--- src/rtl/core/sbgp_pkg.sv ---
// ----------------------------------------------------------------------------
// sbgp_pkg
// Shared types and codes of the serpentine bar graph painter: command and
// result payloads, controller states, decode outcomes and the command and
// status bundles between the controller and the datapath.
// ----------------------------------------------------------------------------
package sbgp_pkg;

  // number of bar slots in the bar table
  localparam int unsigned NumBars = 8;

  // command codes
  localparam logic [1:0] OP_SET       = 2'd0;
  localparam logic [1:0] OP_INCREASE  = 2'd1;
  localparam logic [1:0] OP_CONFIGURE = 2'd2;

  // bar direction codes
  localparam logic [1:0] DIR_UP    = 2'd0;
  localparam logic [1:0] DIR_DOWN  = 2'd1;
  localparam logic [1:0] DIR_LEFT  = 2'd2;
  localparam logic [1:0] DIR_RIGHT = 2'd3;

  // one accepted command beat
  typedef struct packed {
    logic [1:0] operation;
    logic [2:0] bar;
    logic [7:0] amount;
    logic [7:0] green_in;
    logic [7:0] red_in;
    logic [7:0] blue_in;
    logic [7:0] bar_size;
    logic       wrap_enable;
    logic [1:0] direction;
  } sbgp_item_t;

  // one result beat
  typedef struct packed {
    logic       write_enable;
    logic [5:0] led_index;
    logic [7:0] green_out;
    logic [7:0] red_out;
    logic [7:0] blue_out;
    logic       error;
    logic       last;
  } sbgp_pix_t;

  // controller states
  typedef enum logic [2:0] {
    ST_IDLE,
    ST_DECODE,
    ST_MOD,
    ST_PAINT,
    ST_SINGLE
  } sbgp_state_e;

  // outcome of decoding a command against the bar table
  typedef enum logic [1:0] {
    KIND_REFUSE,
    KIND_EMPTY,
    KIND_PAINT,
    KIND_MOD
  } sbgp_kind_e;

  // controller to datapath commands
  typedef struct packed {
    logic latch;
    logic decide;
    logic apply_mod;
    logic emit_pixel;
    logic emit_single;
  } sbgp_ctl_t;

  // datapath to controller status
  typedef struct packed {
    sbgp_kind_e kind;
    logic       mod_done;
    logic       paint_last;
    logic       out_free;
  } sbgp_sts_t;

endpackage

--- src/rtl/core/sbgp_if.sv ---
// ----------------------------------------------------------------------------
// sbgp_if
// Valid/ready channels of the bar graph painter: the command channel and
// the pixel result channel.
// ----------------------------------------------------------------------------
interface sbgp_cmd_if;
  logic       valid;
  logic       ready;
  logic [1:0] operation;
  logic [2:0] bar;
  logic [7:0] amount;
  logic [7:0] green_in;
  logic [7:0] red_in;
  logic [7:0] blue_in;
  logic [7:0] bar_size;
  logic       wrap_enable;
  logic [1:0] direction;

  modport source (
    output valid, operation, bar, amount, green_in, red_in, blue_in,
           bar_size, wrap_enable, direction,
    input  ready
  );

  modport sink (
    input  valid, operation, bar, amount, green_in, red_in, blue_in,
           bar_size, wrap_enable, direction,
    output ready
  );
endinterface

interface sbgp_pix_if;
  logic       valid;
  logic       ready;
  logic       write_enable;
  logic [5:0] led_index;
  logic [7:0] green_out;
  logic [7:0] red_out;
  logic [7:0] blue_out;
  logic       error;
  logic       last;

  modport source (
    output valid, write_enable, led_index, green_out, red_out, blue_out,
           error, last,
    input  ready
  );

  modport sink (
    input  valid, write_enable, led_index, green_out, red_out, blue_out,
           error, last,
    output ready
  );
endinterface

--- src/rtl/core/sbgp_mod.sv ---
// ----------------------------------------------------------------------------
// sbgp_mod
// Restoring remainder unit: 9-bit dividend by nonzero 8-bit divisor, one
// quotient bit per cycle, done pulses after nine steps.
// ----------------------------------------------------------------------------
module sbgp_mod (
  input  logic       clk_i,
  input  logic       rst_ni,
  input  logic       start_i,
  input  logic [8:0] dividend_i,
  input  logic [7:0] divisor_i,
  output logic       done_o,
  output logic [7:0] rem_o
);

  logic       busy_q;
  logic       done_q;
  logic [3:0] cnt_q;
  logic [8:0] dvd_q;
  logic [8:0] rem_q;
  logic [7:0] div_q;
  logic [8:0] trial;
  logic [8:0] rem_d;

  // shift in the next dividend bit and subtract when it fits
  always_comb begin
    trial = {rem_q[7:0], dvd_q[8]};
    if (trial >= {1'b0, div_q}) begin
      rem_d = trial - {1'b0, div_q};
    end else begin
      rem_d = trial;
    end
  end

  // control of the iteration
  always_ff @(posedge clk_i or negedge rst_ni) begin
    if (!rst_ni) begin
      busy_q <= 1'b0;
      done_q <= 1'b0;
      cnt_q  <= '0;
    end else if (start_i) begin
      busy_q <= 1'b1;
      done_q <= 1'b0;
      cnt_q  <= 4'd8;
    end else if (busy_q) begin
      cnt_q <= cnt_q - 4'd1;
      if (cnt_q == 4'd0) begin
        busy_q <= 1'b0;
        done_q <= 1'b1;
      end
    end else begin
      done_q <= 1'b0;
    end
  end

  // operand and partial remainder registers
  always_ff @(posedge clk_i) begin
    if (start_i) begin
      dvd_q <= dividend_i;
      div_q <= divisor_i;
      rem_q <= '0;
    end else if (busy_q) begin
      dvd_q <= {dvd_q[7:0], 1'b0};
      rem_q <= rem_d;
    end
  end

  assign done_o = done_q;
  assign rem_o  = rem_q[7:0];

endmodule

--- src/rtl/core/sbgp_ctrl.sv ---
// ----------------------------------------------------------------------------
// sbgp_ctrl
// Command sequencer: accepts a command, has the datapath decode it, waits
// for the modulo step of a wrapped increase and paces the result beats.
// ----------------------------------------------------------------------------
module sbgp_ctrl (
  input  logic                clk_i,
  input  logic                rst_ni,
  input  logic                in_valid_i,
  output logic                in_ready_o,
  input  sbgp_pkg::sbgp_sts_t sts_i,
  output sbgp_pkg::sbgp_ctl_t ctl_o
);

  sbgp_pkg::sbgp_state_e state_q;
  sbgp_pkg::sbgp_state_e state_d;

  // state register
  always_ff @(posedge clk_i or negedge rst_ni) begin
    if (!rst_ni) begin
      state_q <= sbgp_pkg::ST_IDLE;
    end else begin
      state_q <= state_d;
    end
  end

  // next state and commands
  always_comb begin
    state_d    = state_q;
    ctl_o      = '0;
    in_ready_o = 1'b0;
    case (state_q)
      sbgp_pkg::ST_IDLE: begin
        in_ready_o = 1'b1;
        if (in_valid_i) begin
          ctl_o.latch = 1'b1;
          state_d     = sbgp_pkg::ST_DECODE;
        end
      end
      sbgp_pkg::ST_DECODE: begin
        ctl_o.decide = 1'b1;
        case (sts_i.kind)
          sbgp_pkg::KIND_PAINT: state_d = sbgp_pkg::ST_PAINT;
          sbgp_pkg::KIND_MOD:   state_d = sbgp_pkg::ST_MOD;
          default:              state_d = sbgp_pkg::ST_SINGLE;
        endcase
      end
      sbgp_pkg::ST_MOD: begin
        if (sts_i.mod_done) begin
          ctl_o.apply_mod = 1'b1;
          state_d         = sbgp_pkg::ST_PAINT;
        end
      end
      sbgp_pkg::ST_PAINT: begin
        if (sts_i.out_free) begin
          ctl_o.emit_pixel = 1'b1;
          if (sts_i.paint_last) begin
            state_d = sbgp_pkg::ST_IDLE;
          end
        end
      end
      sbgp_pkg::ST_SINGLE: begin
        if (sts_i.out_free) begin
          ctl_o.emit_single = 1'b1;
          state_d           = sbgp_pkg::ST_IDLE;
        end
      end
      default: begin
        state_d = sbgp_pkg::ST_IDLE;
      end
    endcase
  end

`ifndef SYNTHESIS
  // a beat is only loaded into a free output register
  assert property (@(posedge clk_i) disable iff (!rst_ni)
    (ctl_o.emit_pixel || ctl_o.emit_single) |-> sts_i.out_free)
    else $error("result loaded while output register busy");

  // an accepted command is decoded in the next cycle
  assert property (@(posedge clk_i) disable iff (!rst_ni)
    ctl_o.latch |=> state_q == sbgp_pkg::ST_DECODE)
    else $error("accepted command not decoded");

  // the modulo unit only finishes while it is awaited
  assert property (@(posedge clk_i) disable iff (!rst_ni)
    sts_i.mod_done |-> state_q == sbgp_pkg::ST_MOD)
    else $error("modulo result arrived outside the wait state");

  // the last pixel of a command frees the sequencer
  assert property (@(posedge clk_i) disable iff (!rst_ni)
    (ctl_o.emit_pixel && sts_i.paint_last) |=> state_q == sbgp_pkg::ST_IDLE)
    else $error("sequencer busy after last pixel");
`endif

endmodule

--- src/rtl/core/sbgp_datapath.sv ---
// ----------------------------------------------------------------------------
// sbgp_datapath
// Bar table, orientation register, command decode, paint level counter,
// serpentine position and the output register.
// ----------------------------------------------------------------------------
module sbgp_datapath #(
  parameter int unsigned MATRIX_WIDTH  = 8,
  parameter int unsigned MATRIX_HEIGHT = 8
) (
  input  logic                 clk_i,
  input  logic                 rst_ni,
  input  logic                 cfg_we_i,
  input  logic                 cfg_data_i,
  input  sbgp_pkg::sbgp_item_t item_i,
  input  sbgp_pkg::sbgp_ctl_t  ctl_i,
  output sbgp_pkg::sbgp_sts_t  sts_o,
  output logic                 out_valid_o,
  input  logic                 out_ready_i,
  output sbgp_pkg::sbgp_pix_t  pix_o
);

  localparam int unsigned LvlMax = (MATRIX_WIDTH > MATRIX_HEIGHT) ?
                                   MATRIX_WIDTH : MATRIX_HEIGHT;
  localparam int unsigned LvlW   = (LvlMax > 2) ? $clog2(LvlMax) : 1;
  localparam int unsigned CntW   = $clog2(LvlMax + 1);
  localparam int unsigned BarW   = $clog2(sbgp_pkg::NumBars);

  // orientation and bar table
  logic        vertical_q;
  logic [7:0]  level_q  [sbgp_pkg::NumBars];
  logic [7:0]  limit_q  [sbgp_pkg::NumBars];
  logic        wraps_q  [sbgp_pkg::NumBars];
  logic [23:0] color_q  [sbgp_pkg::NumBars];

  // latched command and paint progress
  sbgp_pkg::sbgp_item_t item_q;
  logic [LvlW-1:0]      lvl_q;
  logic [CntW-1:0]      to_q;
  logic [7:0]           lit_q;
  logic                 refuse_q;
  logic                 out_valid_q;
  sbgp_pkg::sbgp_pix_t  pix_q;

  // decode signals
  logic [CntW-1:0]     nb;
  logic [CntW-1:0]     nl;
  logic [BarW-1:0]     bar_idx;
  logic [7:0]          cur;
  logic [7:0]          lim;
  logic                wr;
  logic [8:0]          sum;
  logic                bar_bad;
  logic                dir_bad;
  sbgp_pkg::sbgp_kind_e kind;
  logic                upd_level;
  logic                upd_color;
  logic                upd_cfg;
  logic [7:0]          new_level;
  logic [7:0]          from_lvl;
  logic [8:0]          to_lvl;
  logic [8:0]          to_clip;
  logic [7:0]          lit;
  logic                mod_done;
  logic [7:0]          mod_rem;
  logic                level_we;
  logic [7:0]          level_wd;
  logic                color_we;
  logic                out_free;
  logic                paint_last;
  logic [15:0]         col;
  logic [15:0]         pos;
  logic                lit_now;

  assign nb      = vertical_q ? CntW'(MATRIX_WIDTH) : CntW'(MATRIX_HEIGHT);
  assign nl      = vertical_q ? CntW'(MATRIX_HEIGHT) : CntW'(MATRIX_WIDTH);
  assign bar_idx = item_q.bar;
  assign cur     = level_q[bar_idx];
  assign lim     = limit_q[bar_idx];
  assign wr      = wraps_q[bar_idx];
  assign sum     = {1'b0, cur} + {1'b0, item_q.amount};
  assign bar_bad = 8'(item_q.bar) >= 8'(nb);
  assign dir_bad = vertical_q ?
                   (item_q.direction == sbgp_pkg::DIR_LEFT ||
                    item_q.direction == sbgp_pkg::DIR_RIGHT) :
                   (item_q.direction == sbgp_pkg::DIR_UP ||
                    item_q.direction == sbgp_pkg::DIR_DOWN);

  // command decode against the addressed bar
  always_comb begin
    kind      = sbgp_pkg::KIND_REFUSE;
    upd_level = 1'b0;
    upd_color = 1'b0;
    upd_cfg   = 1'b0;
    new_level = item_q.amount;
    from_lvl  = '0;
    to_lvl    = 9'(nl);
    lit       = item_q.amount;
    case (item_q.operation)
      sbgp_pkg::OP_SET: begin
        if (!bar_bad && item_q.amount <= lim) begin
          kind      = sbgp_pkg::KIND_PAINT;
          upd_level = 1'b1;
          upd_color = 1'b1;
        end
      end
      sbgp_pkg::OP_INCREASE: begin
        if (!bar_bad) begin
          if (sum > {1'b0, lim}) begin
            if (wr) begin
              if (lim != 8'd0) begin
                kind = sbgp_pkg::KIND_MOD;
              end
            end else if (cur == lim) begin
              kind = sbgp_pkg::KIND_EMPTY;
            end else begin
              kind      = sbgp_pkg::KIND_PAINT;
              upd_level = 1'b1;
              upd_color = 1'b1;
              new_level = lim;
              from_lvl  = cur;
              to_lvl    = {1'b0, lim};
              lit       = lim;
            end
          end else begin
            kind      = sbgp_pkg::KIND_PAINT;
            upd_level = 1'b1;
            upd_color = 1'b1;
            new_level = sum[7:0];
            from_lvl  = cur;
            to_lvl    = sum;
            lit       = sum[7:0];
          end
        end
      end
      sbgp_pkg::OP_CONFIGURE: begin
        if (!dir_bad && item_q.bar_size <= 8'(nl) &&
            item_q.amount <= item_q.bar_size && !bar_bad) begin
          kind      = sbgp_pkg::KIND_PAINT;
          upd_level = 1'b1;
          upd_cfg   = 1'b1;
          to_lvl    = {1'b0, item_q.amount};
        end
      end
      default: begin
        kind = sbgp_pkg::KIND_REFUSE;
      end
    endcase
    to_clip = (to_lvl > 9'(nl)) ? 9'(nl) : to_lvl;
    if (kind == sbgp_pkg::KIND_PAINT && {1'b0, from_lvl} >= to_clip) begin
      kind = sbgp_pkg::KIND_EMPTY;
    end
  end

  // wrapped increase remainder
  sbgp_mod u_mod (
    .clk_i      (clk_i),
    .rst_ni     (rst_ni),
    .start_i    (ctl_i.decide && kind == sbgp_pkg::KIND_MOD),
    .dividend_i (sum),
    .divisor_i  (lim),
    .done_o     (mod_done),
    .rem_o      (mod_rem)
  );

  assign level_we = (ctl_i.decide && upd_level) || ctl_i.apply_mod;
  assign level_wd = ctl_i.apply_mod ? mod_rem : new_level;
  assign color_we = (ctl_i.decide && upd_color) || ctl_i.apply_mod;

  // orientation register and bar table
  always_ff @(posedge clk_i or negedge rst_ni) begin
    if (!rst_ni) begin
      vertical_q <= 1'b1;
      for (int i = 0; i < sbgp_pkg::NumBars; i++) begin
        level_q[i] <= '0;
        limit_q[i] <= 8'(MATRIX_HEIGHT);
        wraps_q[i] <= 1'b1;
        color_q[i] <= '0;
      end
    end else begin
      if (cfg_we_i) begin
        vertical_q <= cfg_data_i;
      end
      if (level_we) begin
        level_q[bar_idx] <= level_wd;
      end
      if (color_we) begin
        color_q[bar_idx] <= {item_q.green_in, item_q.red_in, item_q.blue_in};
      end
      if (ctl_i.decide && upd_cfg) begin
        limit_q[bar_idx] <= item_q.bar_size;
        wraps_q[bar_idx] <= item_q.wrap_enable;
      end
    end
  end

  // command latch and paint range
  always_ff @(posedge clk_i) begin
    if (ctl_i.latch) begin
      item_q <= item_i;
    end
    if (ctl_i.decide) begin
      refuse_q <= (kind == sbgp_pkg::KIND_REFUSE);
      lvl_q    <= from_lvl[LvlW-1:0];
      to_q     <= to_clip[CntW-1:0];
      lit_q    <= lit;
    end else if (ctl_i.apply_mod) begin
      lvl_q <= '0;
      to_q  <= nl;
      lit_q <= mod_rem;
    end else if (ctl_i.emit_pixel) begin
      lvl_q <= lvl_q + LvlW'(1);
    end
  end

  // serpentine position of the current level
  assign col = lvl_q[0] ? (16'(nb) - 16'd1 - 16'(item_q.bar)) : 16'(item_q.bar);
  assign pos = col + 16'(nb) * 16'(lvl_q);
  assign lit_now    = 8'(lvl_q) < lit_q;
  assign paint_last = (8'(lvl_q) + 8'd1) == 8'(to_q);
  assign out_free   = !out_valid_q || out_ready_i;

  // output valid
  always_ff @(posedge clk_i or negedge rst_ni) begin
    if (!rst_ni) begin
      out_valid_q <= 1'b0;
    end else if (ctl_i.emit_pixel || ctl_i.emit_single) begin
      out_valid_q <= 1'b1;
    end else if (out_ready_i) begin
      out_valid_q <= 1'b0;
    end
  end

  // output beat
  always_ff @(posedge clk_i) begin
    if (ctl_i.emit_pixel) begin
      pix_q.write_enable <= 1'b1;
      pix_q.led_index    <= pos[5:0];
      pix_q.green_out    <= lit_now ? color_q[bar_idx][23:16] : 8'd0;
      pix_q.red_out      <= lit_now ? color_q[bar_idx][15:8] : 8'd0;
      pix_q.blue_out     <= lit_now ? color_q[bar_idx][7:0] : 8'd0;
      pix_q.error        <= 1'b0;
      pix_q.last         <= paint_last;
    end else if (ctl_i.emit_single) begin
      pix_q.write_enable <= 1'b0;
      pix_q.led_index    <= '0;
      pix_q.green_out    <= '0;
      pix_q.red_out      <= '0;
      pix_q.blue_out     <= '0;
      pix_q.error        <= refuse_q;
      pix_q.last         <= 1'b1;
    end
  end

  assign sts_o.kind       = kind;
  assign sts_o.mod_done   = mod_done;
  assign sts_o.paint_last = paint_last;
  assign sts_o.out_free   = out_free;
  assign out_valid_o      = out_valid_q;
  assign pix_o            = pix_q;

endmodule

--- src/rtl/core/serpentine_bar_graph_painter_top.sv ---
// ----------------------------------------------------------------------------
// serpentine_bar_graph_painter_top
// Turns bar graph commands (set, increase, configure) into LED pixel writes
// for a serpentine strip. A command is taken when the block is free, it is
// decoded against the eight-entry bar table, and then one result beat
// leaves per cycle while the sink takes them: a refused or empty command
// gives one beat, a set or a wrapped increase one per level, an increase
// one per newly lit level and a configure one per level up to its amount.
// An increase that wraps first waits for the bit-serial remainder unit.
// The sequencer works on one command at a time: it takes no new command
// until the last beat of the current one is loaded, passing through the
// accept, decode, modulo wait and paint steps. The orientation register
// may be written only while idle.
// ----------------------------------------------------------------------------
module serpentine_bar_graph_painter_top #(
  parameter int unsigned MATRIX_WIDTH  = 8,
  parameter int unsigned MATRIX_HEIGHT = 8
) (
  input  logic              clk_i,
  input  logic              rst_ni,
  input  logic              cfg_we_i,
  input  logic              cfg_data_i,
  sbgp_cmd_if.sink          cmd_i,
  sbgp_pix_if.source        pix_o
);

  sbgp_pkg::sbgp_item_t item;
  sbgp_pkg::sbgp_ctl_t  ctl;
  sbgp_pkg::sbgp_sts_t  sts;
  sbgp_pkg::sbgp_pix_t  pix;
  logic                 in_ready;
  logic                 out_valid;

  // gather the command beat
  assign item.operation   = cmd_i.operation;
  assign item.bar         = cmd_i.bar;
  assign item.amount      = cmd_i.amount;
  assign item.green_in    = cmd_i.green_in;
  assign item.red_in      = cmd_i.red_in;
  assign item.blue_in     = cmd_i.blue_in;
  assign item.bar_size    = cmd_i.bar_size;
  assign item.wrap_enable = cmd_i.wrap_enable;
  assign item.direction   = cmd_i.direction;
  assign cmd_i.ready      = in_ready;

  // sequencer
  sbgp_ctrl u_ctrl (
    .clk_i      (clk_i),
    .rst_ni     (rst_ni),
    .in_valid_i (cmd_i.valid),
    .in_ready_o (in_ready),
    .sts_i      (sts),
    .ctl_o      (ctl)
  );

  // bar table and pixel path
  sbgp_datapath #(
    .MATRIX_WIDTH  (MATRIX_WIDTH),
    .MATRIX_HEIGHT (MATRIX_HEIGHT)
  ) u_datapath (
    .clk_i       (clk_i),
    .rst_ni      (rst_ni),
    .cfg_we_i    (cfg_we_i),
    .cfg_data_i  (cfg_data_i),
    .item_i      (item),
    .ctl_i       (ctl),
    .sts_o       (sts),
    .out_valid_o (out_valid),
    .out_ready_i (pix_o.ready),
    .pix_o       (pix)
  );

  // drive the result channel
  assign pix_o.valid        = out_valid;
  assign pix_o.write_enable = pix.write_enable;
  assign pix_o.led_index    = pix.led_index;
  assign pix_o.green_out    = pix.green_out;
  assign pix_o.red_out      = pix.red_out;
  assign pix_o.blue_out     = pix.blue_out;
  assign pix_o.error        = pix.error;
  assign pix_o.last         = pix.last;

endmodule
--- src/flat_wrapper.sv ---
// flat-port wrapper written by rule: the top's interface ports become plain ports
module serpentine_bar_graph_painter_top_flat 
#(
  parameter int unsigned MATRIX_WIDTH  = 8,
  parameter int unsigned MATRIX_HEIGHT = 8
)
  (clk_i, rst_ni, cfg_we_i, cfg_data_i, cmd_i_valid, cmd_i_operation, cmd_i_bar, cmd_i_amount, cmd_i_green_in, cmd_i_red_in, cmd_i_blue_in, cmd_i_bar_size, cmd_i_wrap_enable, cmd_i_direction, cmd_i_ready, pix_o_valid, pix_o_write_enable, pix_o_led_index, pix_o_green_out, pix_o_red_out, pix_o_blue_out, pix_o_error, pix_o_last, pix_o_ready);
  sbgp_cmd_if cmd_i_i ();
  sbgp_pix_if pix_o_i ();
  input  logic clk_i;
  input  logic rst_ni;
  input  logic cfg_we_i;
  input  logic cfg_data_i;
  input wire logic [$bits(cmd_i_i.valid)-1:0] cmd_i_valid;
  input wire logic [$bits(cmd_i_i.operation)-1:0] cmd_i_operation;
  input wire logic [$bits(cmd_i_i.bar)-1:0] cmd_i_bar;
  input wire logic [$bits(cmd_i_i.amount)-1:0] cmd_i_amount;
  input wire logic [$bits(cmd_i_i.green_in)-1:0] cmd_i_green_in;
  input wire logic [$bits(cmd_i_i.red_in)-1:0] cmd_i_red_in;
  input wire logic [$bits(cmd_i_i.blue_in)-1:0] cmd_i_blue_in;
  input wire logic [$bits(cmd_i_i.bar_size)-1:0] cmd_i_bar_size;
  input wire logic [$bits(cmd_i_i.wrap_enable)-1:0] cmd_i_wrap_enable;
  input wire logic [$bits(cmd_i_i.direction)-1:0] cmd_i_direction;
  output wire logic [$bits(cmd_i_i.ready)-1:0] cmd_i_ready;
  output wire logic [$bits(pix_o_i.valid)-1:0] pix_o_valid;
  output wire logic [$bits(pix_o_i.write_enable)-1:0] pix_o_write_enable;
  output wire logic [$bits(pix_o_i.led_index)-1:0] pix_o_led_index;
  output wire logic [$bits(pix_o_i.green_out)-1:0] pix_o_green_out;
  output wire logic [$bits(pix_o_i.red_out)-1:0] pix_o_red_out;
  output wire logic [$bits(pix_o_i.blue_out)-1:0] pix_o_blue_out;
  output wire logic [$bits(pix_o_i.error)-1:0] pix_o_error;
  output wire logic [$bits(pix_o_i.last)-1:0] pix_o_last;
  input wire logic [$bits(pix_o_i.ready)-1:0] pix_o_ready;
  assign cmd_i_i.valid = cmd_i_valid;
  assign cmd_i_i.operation = cmd_i_operation;
  assign cmd_i_i.bar = cmd_i_bar;
  assign cmd_i_i.amount = cmd_i_amount;
  assign cmd_i_i.green_in = cmd_i_green_in;
  assign cmd_i_i.red_in = cmd_i_red_in;
  assign cmd_i_i.blue_in = cmd_i_blue_in;
  assign cmd_i_i.bar_size = cmd_i_bar_size;
  assign cmd_i_i.wrap_enable = cmd_i_wrap_enable;
  assign cmd_i_i.direction = cmd_i_direction;
  assign cmd_i_ready = cmd_i_i.ready;
  assign pix_o_valid = pix_o_i.valid;
  assign pix_o_write_enable = pix_o_i.write_enable;
  assign pix_o_led_index = pix_o_i.led_index;
  assign pix_o_green_out = pix_o_i.green_out;
  assign pix_o_red_out = pix_o_i.red_out;
  assign pix_o_blue_out = pix_o_i.blue_out;
  assign pix_o_error = pix_o_i.error;
  assign pix_o_last = pix_o_i.last;
  assign pix_o_i.ready = pix_o_ready;
  serpentine_bar_graph_painter_top #(.MATRIX_WIDTH(MATRIX_WIDTH), .MATRIX_HEIGHT(MATRIX_HEIGHT)) u_core (.clk_i(clk_i), .rst_ni(rst_ni), .cfg_we_i(cfg_we_i), .cfg_data_i(cfg_data_i), .cmd_i(cmd_i_i), .pix_o(pix_o_i));
endmodule
--- config.mk ---
export PLATFORM = sky130hd
export DESIGN_NAME = serpentine_bar_graph_painter_top_flat
export DESIGN_NICKNAME = d
export VERILOG_FILES = /design/src/rtl/core/sbgp_pkg.sv /design/src/rtl/core/sbgp_if.sv /design/src/rtl/core/sbgp_mod.sv /design/src/rtl/core/sbgp_ctrl.sv /design/src/rtl/core/sbgp_datapath.sv /design/src/rtl/core/serpentine_bar_graph_painter_top.sv /design/src/flat_wrapper.sv
export SDC_FILE = /design/constraint.sdc
export NUM_CORES = 1
export LEC_CHECK = 0
export ABC_AREA = 1
export BUFFER_PORTS_ARGS = -buffer_cell sky130_fd_sc_hd__buf_4
export CORE_MARGIN = 2
export CORE_UTILIZATION = 50
export CTS_CLUSTER_DIAMETER = 40
export CTS_CLUSTER_SIZE = 28
export DETAILED_ROUTE_END_ITERATION = 8
export PLACE_DENSITY = 0.67
export SLEW_MARGIN = 20
export SYNTH_ARGS = -nofsm -noshare
export SYNTH_HDL_FRONTEND = slang
export SYNTH_SLANG_ARGS = --single-unit
--- constraint.sdc ---
create_clock -name clk_i -period 5.85 [get_ports clk_i]
set_input_delay 0.8775 -clock clk_i [delete_from_list [all_inputs] [get_ports clk_i]]
set_output_delay 0.8775 -clock clk_i [all_outputs]
set_load 0.005 [all_outputs]
==> flow_metrics.py <==
metrics = {
    "run_status": {
        "outcome": "finished clean",
    },
    "setup_path": {
        "max_stage_delay_cell_worst_path": "sky130_fd_sc_hd__edfxtp_1",
        "worst_path_largest_cell_delay_ns": 0.52,
        "rr_startpoint": "u_core.u_datapath.bar_idx[0]",
        "critical_path.endpoint_type": "flip-flop",
        "critPathMostFrequentCell": "sky130_fd_sc_hd__nand2_1",
        "timing.critical_path.from": "u_core.u_datapath.bar_idx[0]",
        "reg2regPathDepth": 40,
        "critical_path.endpoint": "u_core.u_ctrl.state_q[0]",
        "worstSetupPathType": "reg2reg",
        "critical_path_fanout_max": 8,
        "regToRegEndpoint": "u_core.u_ctrl.state_q[0]",
        "crit_arrival_ns": 5.90,
        "worst_setup_start_kind": "flip-flop",
        "required_ns": 6.37,
        "r2r_slack_ns": 0.47,
    },
    "die": {
        "placeable_core_region_um2": 42900,
        "row_count": 76,
        "die-width_um": 212,
        "die_height_um": 212,
        "start_util": 0.505,
        "die_area_um2": 45000,
        "io-pin-count": 89,
    },
    "grt": {
        "first_pass_grt_wire_length_mm": 91.4,
        "overflow_left_after_global_routing": 0,
        "global_route.usage.met3": 0.0458,
        "globalRouteMet1Util": 0.339,
        "grtUsageMet2": 0.440,
        "globalRouteTotalUtil": 0.262,
        "globalRoute.busiestLayer": "met2",
        "first_global_vias": 17100,
        "grt_start_max_net_pins": 125,
        "initial_antenna_violation_count": 0,
    },
    "cells_and_area": {
        "drive_gt1_frac": 0.149,
        "finish.net_count": 2662,
        "final_non_filler_cells": 3191,
        "register_area_um2": 12000,
        "total_area_of_multi_input_combinational_cells_um2": 8130,
        "area_growth_syn_to_layout_pct": 18.0,
        "antenna_cells_inserted": 0,
        "n_fill_cell": 3643,
        "layout.core_utilization": 0.596,
    },
    "pwr": {
        "worst_voltage_drop_across_the_vdd_grid_mv": 0.271,
        "leakage_uw": 0.0122,
        "p_per_area_nw_per_um2": 501,
    },
    "job": {
        "max_cap_violations": 0,
    },
    "yosys": {
        "synth_top_cell_by_area": "sky130_fd_sc_hd__dfrtp_1",
        "ys_top_cells_by_area": "sky130_fd_sc_hd__dfrtp_1, sky130_fd_sc_hd__edfxtp_1, sky130_fd_sc_hd__nand2_1",
        "synth_edf_count": 111,
        "post_synth.cell_area_avg_um2": 8.89,
        "post_synth_mux_area_share": 0.00497,
        "yosys_register_bits": 460,
        "synth-seq-area-share": 0.556,
        "synth_flop_cell": "sky130_fd_sc_hd__dfrtp_1",
        "synth_top_family_by_area": "simple AND/OR/NAND/NOR gates",
        "yosys.area_share.xor_xnor": 0.00687,
        "yosys_warnings": 0,
        "synth_largest_type_area_fraction": 0.372,
        "syn_area_um2": 21700,
        "synth_cell_type_count": 52,
        "async_set_reset_flop_share_out_of_synthesis": 0.737,
        "synth_simple_gate_area_share": 0.201,
        "post_synth_fa_ha_maj_area_fraction": 0.0342,
        "synth_most_common_cell": "sky130_fd_sc_hd__nand2_1",
        "postSynthCellCount": 2438,
        "synth_compound_gate_area_share": 0.119,
        "netlist_top_cells_count": "sky130_fd_sc_hd__nand2_1, sky130_fd_sc_hd__dfrtp_1, sky130_fd_sc_hd__o21ai_0, sky130_fd_sc_hd__inv_1, sky130_fd_sc_hd__nor2_1",
    },
    "place": {
        "port_buffers": 87,
        "post-dp-hpwl_mm": 35.7,
        "gp_congestion": 0.943,
        "pre_cts_ws_ns": 0.0797,
        "dp_cells": 3050,
    },
    "sta": {
        "timing.hold.ws_ns": 0.270,
        "clock.fmax_ghz": 0.186,
        "drv_slew": 0,
        "max_transition_margin": 0.235,
        "finalCriticalPeriod_ns": 5.38,
        "min_period_over_period": 0.919,
        "setup_viol_count_final": 0,
        "final-hold-violation-count": 0,
        "max_slew.worst_pin.slew_ns": 1.14,
        "fin_skew_ns": 0.0337,
        "final.setup.tns_ns": 0,
        "postLayoutSetupSlackWorst_ns": 0.474,
    },
    "detailed_routing": {
        "drtAntennaViolNets": 0,
        "drt_iter0_markers": 1419,
        "drt_wl_total_mm": 57.0,
        "routedWlPerCell_um": 17.9,
        "route.detailed.drc": 0,
        "route.vias.total": 17200,
        "drtPass1Iterations": 7,
        "post_drt_via_cell_ratio": 5.40,
    },
    "cts": {
        "cts_num_sinks": 460,
        "clkTransAtPathRegs_ns": 0.06,
        "cts_inserted_buffers": 68,
        "tritoncts_clock_tree": "built",
        "insertion_delay_ns": 0.62,
        "clockRootBuffer": "sky130_fd_sc_hd__clkbuf_16",
        "cts_max_path_buffers": 3,
        "h-tree-depth": 3,
        "cts_hold_buf": 0,
    },
    "min_path": {
        "holdCritPathClass": "in2async",
    },
}
## through the flow
step	instance area (um2)	power (uW)
after floorplan	21700	7090
after global placement	22900	8190
after detailed placement	22900	8350
after CTS	25300	12600
after global routing	25600	13600
final	25600	12800
## kinds of logic (layout without fill, tap and decap cells)
kind of cell,Yosys count,after routing
other,1,4
AOI/OAI and AO/OA,478,478
and+or+nand+nor,1023,1023
xor gates and xnor gates,17,17
adders and majority gates,58,58
buffers and inverters,391,556
DFF,460,460
muxes,10,10
## metal layers
layer | share of wire | up-vias | routed length [um]
li1 | - | 8245 | -
met1 | 0.43 | 8345 | 24500
met2 | 0.48 | 532 | 27400
met3 | 0.055 | 118 | 3130
met4 | 0.035 | 0 | 1970
met5 | 0 | - | 0
## power by group
group / leakage, uW / total (uW) / internal [uW] / switching [uW]
Combinational: 0.00541 / 3820 / 1410 / 2410
Clock: 0.00116 / 4220 / 2570 / 1650
Sequential: 0.00558 / 4760 / 4250 / 509
Total: 0.0122 / 12800 / 8230 / 4570
## repair_timing
action | CTS | global route
gates resized for setup | 0 | 48
setup buffers | 0 | 14
setup endpoints to repair | 0 | 3
## worst max-delay path: cells and delay by family (launching register included)
kind / cells / cell delay, ns
XOR/XNOR: 1 / 0.19
adder cells (fa/ha/maj): 4 / 1.05
buffers and inverters: 6 / 0.69
flip-flops: 1 / 0.52
AND/OR/NAND/NOR: 22 / 2.05
AO/OA/AOI/OAI: 7 / 0.80
## how the worst min path moves through the flow
| stage | startpoint | end | depth (start not counted) |
|---|---|---|---|
| 2_1_floorplan | u_core.u_datapath.pix_o[32] | u_core.u_datapath.pix_o[32] | 2 |
| 4_1_cts | rst_ni | u_core.u_datapath.color_q[117] | 1 |
| 3_3_place_gp | u_core.u_datapath.pix_o[32] | u_core.u_datapath.pix_o[32] | 2 |
| 3_5_place_dp | u_core.u_datapath.pix_o[32] | u_core.u_datapath.pix_o[32] | 2 |
| 6_report | rst_ni | u_core.u_datapath.color_q[86] | 1 |
| 5_1_grt | rst_ni | u_core.u_datapath.color_q[86] | 1 |
## state kept, by name, indices dropped and copies added, names as in the netlist
| signal | cells |
|---|---|
| u_core.u_datapath.u_mod.busy_q | 1 |
| u_core.u_datapath.lit_q | 8 |
| u_core.u_ctrl.state_q | 3 |
| u_core.u_datapath.out_valid_o | 1 |
| u_core.u_datapath.bar_idx | 3 |
| u_core.u_datapath.level_q | 64 |
| u_core.u_datapath.item_q | 44 |
| u_core.u_datapath.u_mod.rem_q | 8 |
| u_core.u_datapath.to_q | 4 |
| u_core.u_datapath.u_mod.done_o | 1 |
| u_core.u_datapath.wraps_q | 8 |
| u_core.u_datapath.pix_o | 33 |
| u_core.u_datapath.limit_q | 64 |
| u_core.u_datapath.refuse_q | 1 |
| u_core.u_datapath.color_q | 192 |
| u_core.u_datapath.u_mod.cnt_q | 4 |
| u_core.u_datapath.lvl_q | 3 |
| u_core.u_datapath.vertical_q | 1 |
| u_core.u_datapath.u_mod.dvd_q | 9 |
| u_core.u_datapath.u_mod.div_q | 8 |
## layout by cell type, fill, tap and decap left out, types with 5 or more instances in the layout
cell / n
sky130_fd_sc_hd__clkinv_1: 6
sky130_fd_sc_hd__buf_4: 144
sky130_fd_sc_hd__dfrtp_1: 322
sky130_fd_sc_hd__bufinv_16: 6
sky130_fd_sc_hd__inv_1: 251
sky130_fd_sc_hd__nor2_2: 5
sky130_fd_sc_hd__o221ai_1: 14
sky130_fd_sc_hd__nand2_2: 18
sky130_fd_sc_hd__edfxtp_1: 111
sky130_fd_sc_hd__or3_1: 15
sky130_fd_sc_hd__inv_2: 23
sky130_fd_sc_hd__ha_1: 49
sky130_fd_sc_hd__a21oi_1: 29
sky130_fd_sc_hd__xor2_1: 10
sky130_fd_sc_hd__o21ai_1: 95
sky130_fd_sc_hd__xnor2_1: 5
sky130_fd_sc_hd__clkbuf_16: 71
sky130_fd_sc_hd__clkinv_2: 7
sky130_fd_sc_hd__nor2_4: 7
sky130_fd_sc_hd__mux2_2: 6
sky130_fd_sc_hd__clkinvlp_4: 7
sky130_fd_sc_hd__nand3_1: 93
sky130_fd_sc_hd__dfstp_2: 17
sky130_fd_sc_hd__or4_1: 10
sky130_fd_sc_hd__clkbuf_1: 7
sky130_fd_sc_hd__or2_2: 8
sky130_fd_sc_hd__o22ai_1: 58
sky130_fd_sc_hd__o21ai_0: 264
sky130_fd_sc_hd__ha_4: 6
sky130_fd_sc_hd__nor2_1: 142
sky130_fd_sc_hd__nor3_1: 13
sky130_fd_sc_hd__nor4_1: 21
sky130_fd_sc_hd__nand4_1: 13
sky130_fd_sc_hd__inv_6: 7
sky130_fd_sc_hd__nand2_4: 13
sky130_fd_sc_hd__dfxtp_1: 10
sky130_fd_sc_hd__inv_8: 7
sky130_fd_sc_hd__nand2_1: 651
## area by class of cell
class,count,area share
Sequential cell,460,0.471
Multi-Input combinational cell,1590,0.318
Clock buffer,79,0.0706
Timing Repair Buffer,152,0.0475
Inverter,278,0.0408
Tap cell,585,0.0286
Clock inverter,47,0.0233
Power figures use the tool's default switching activity.
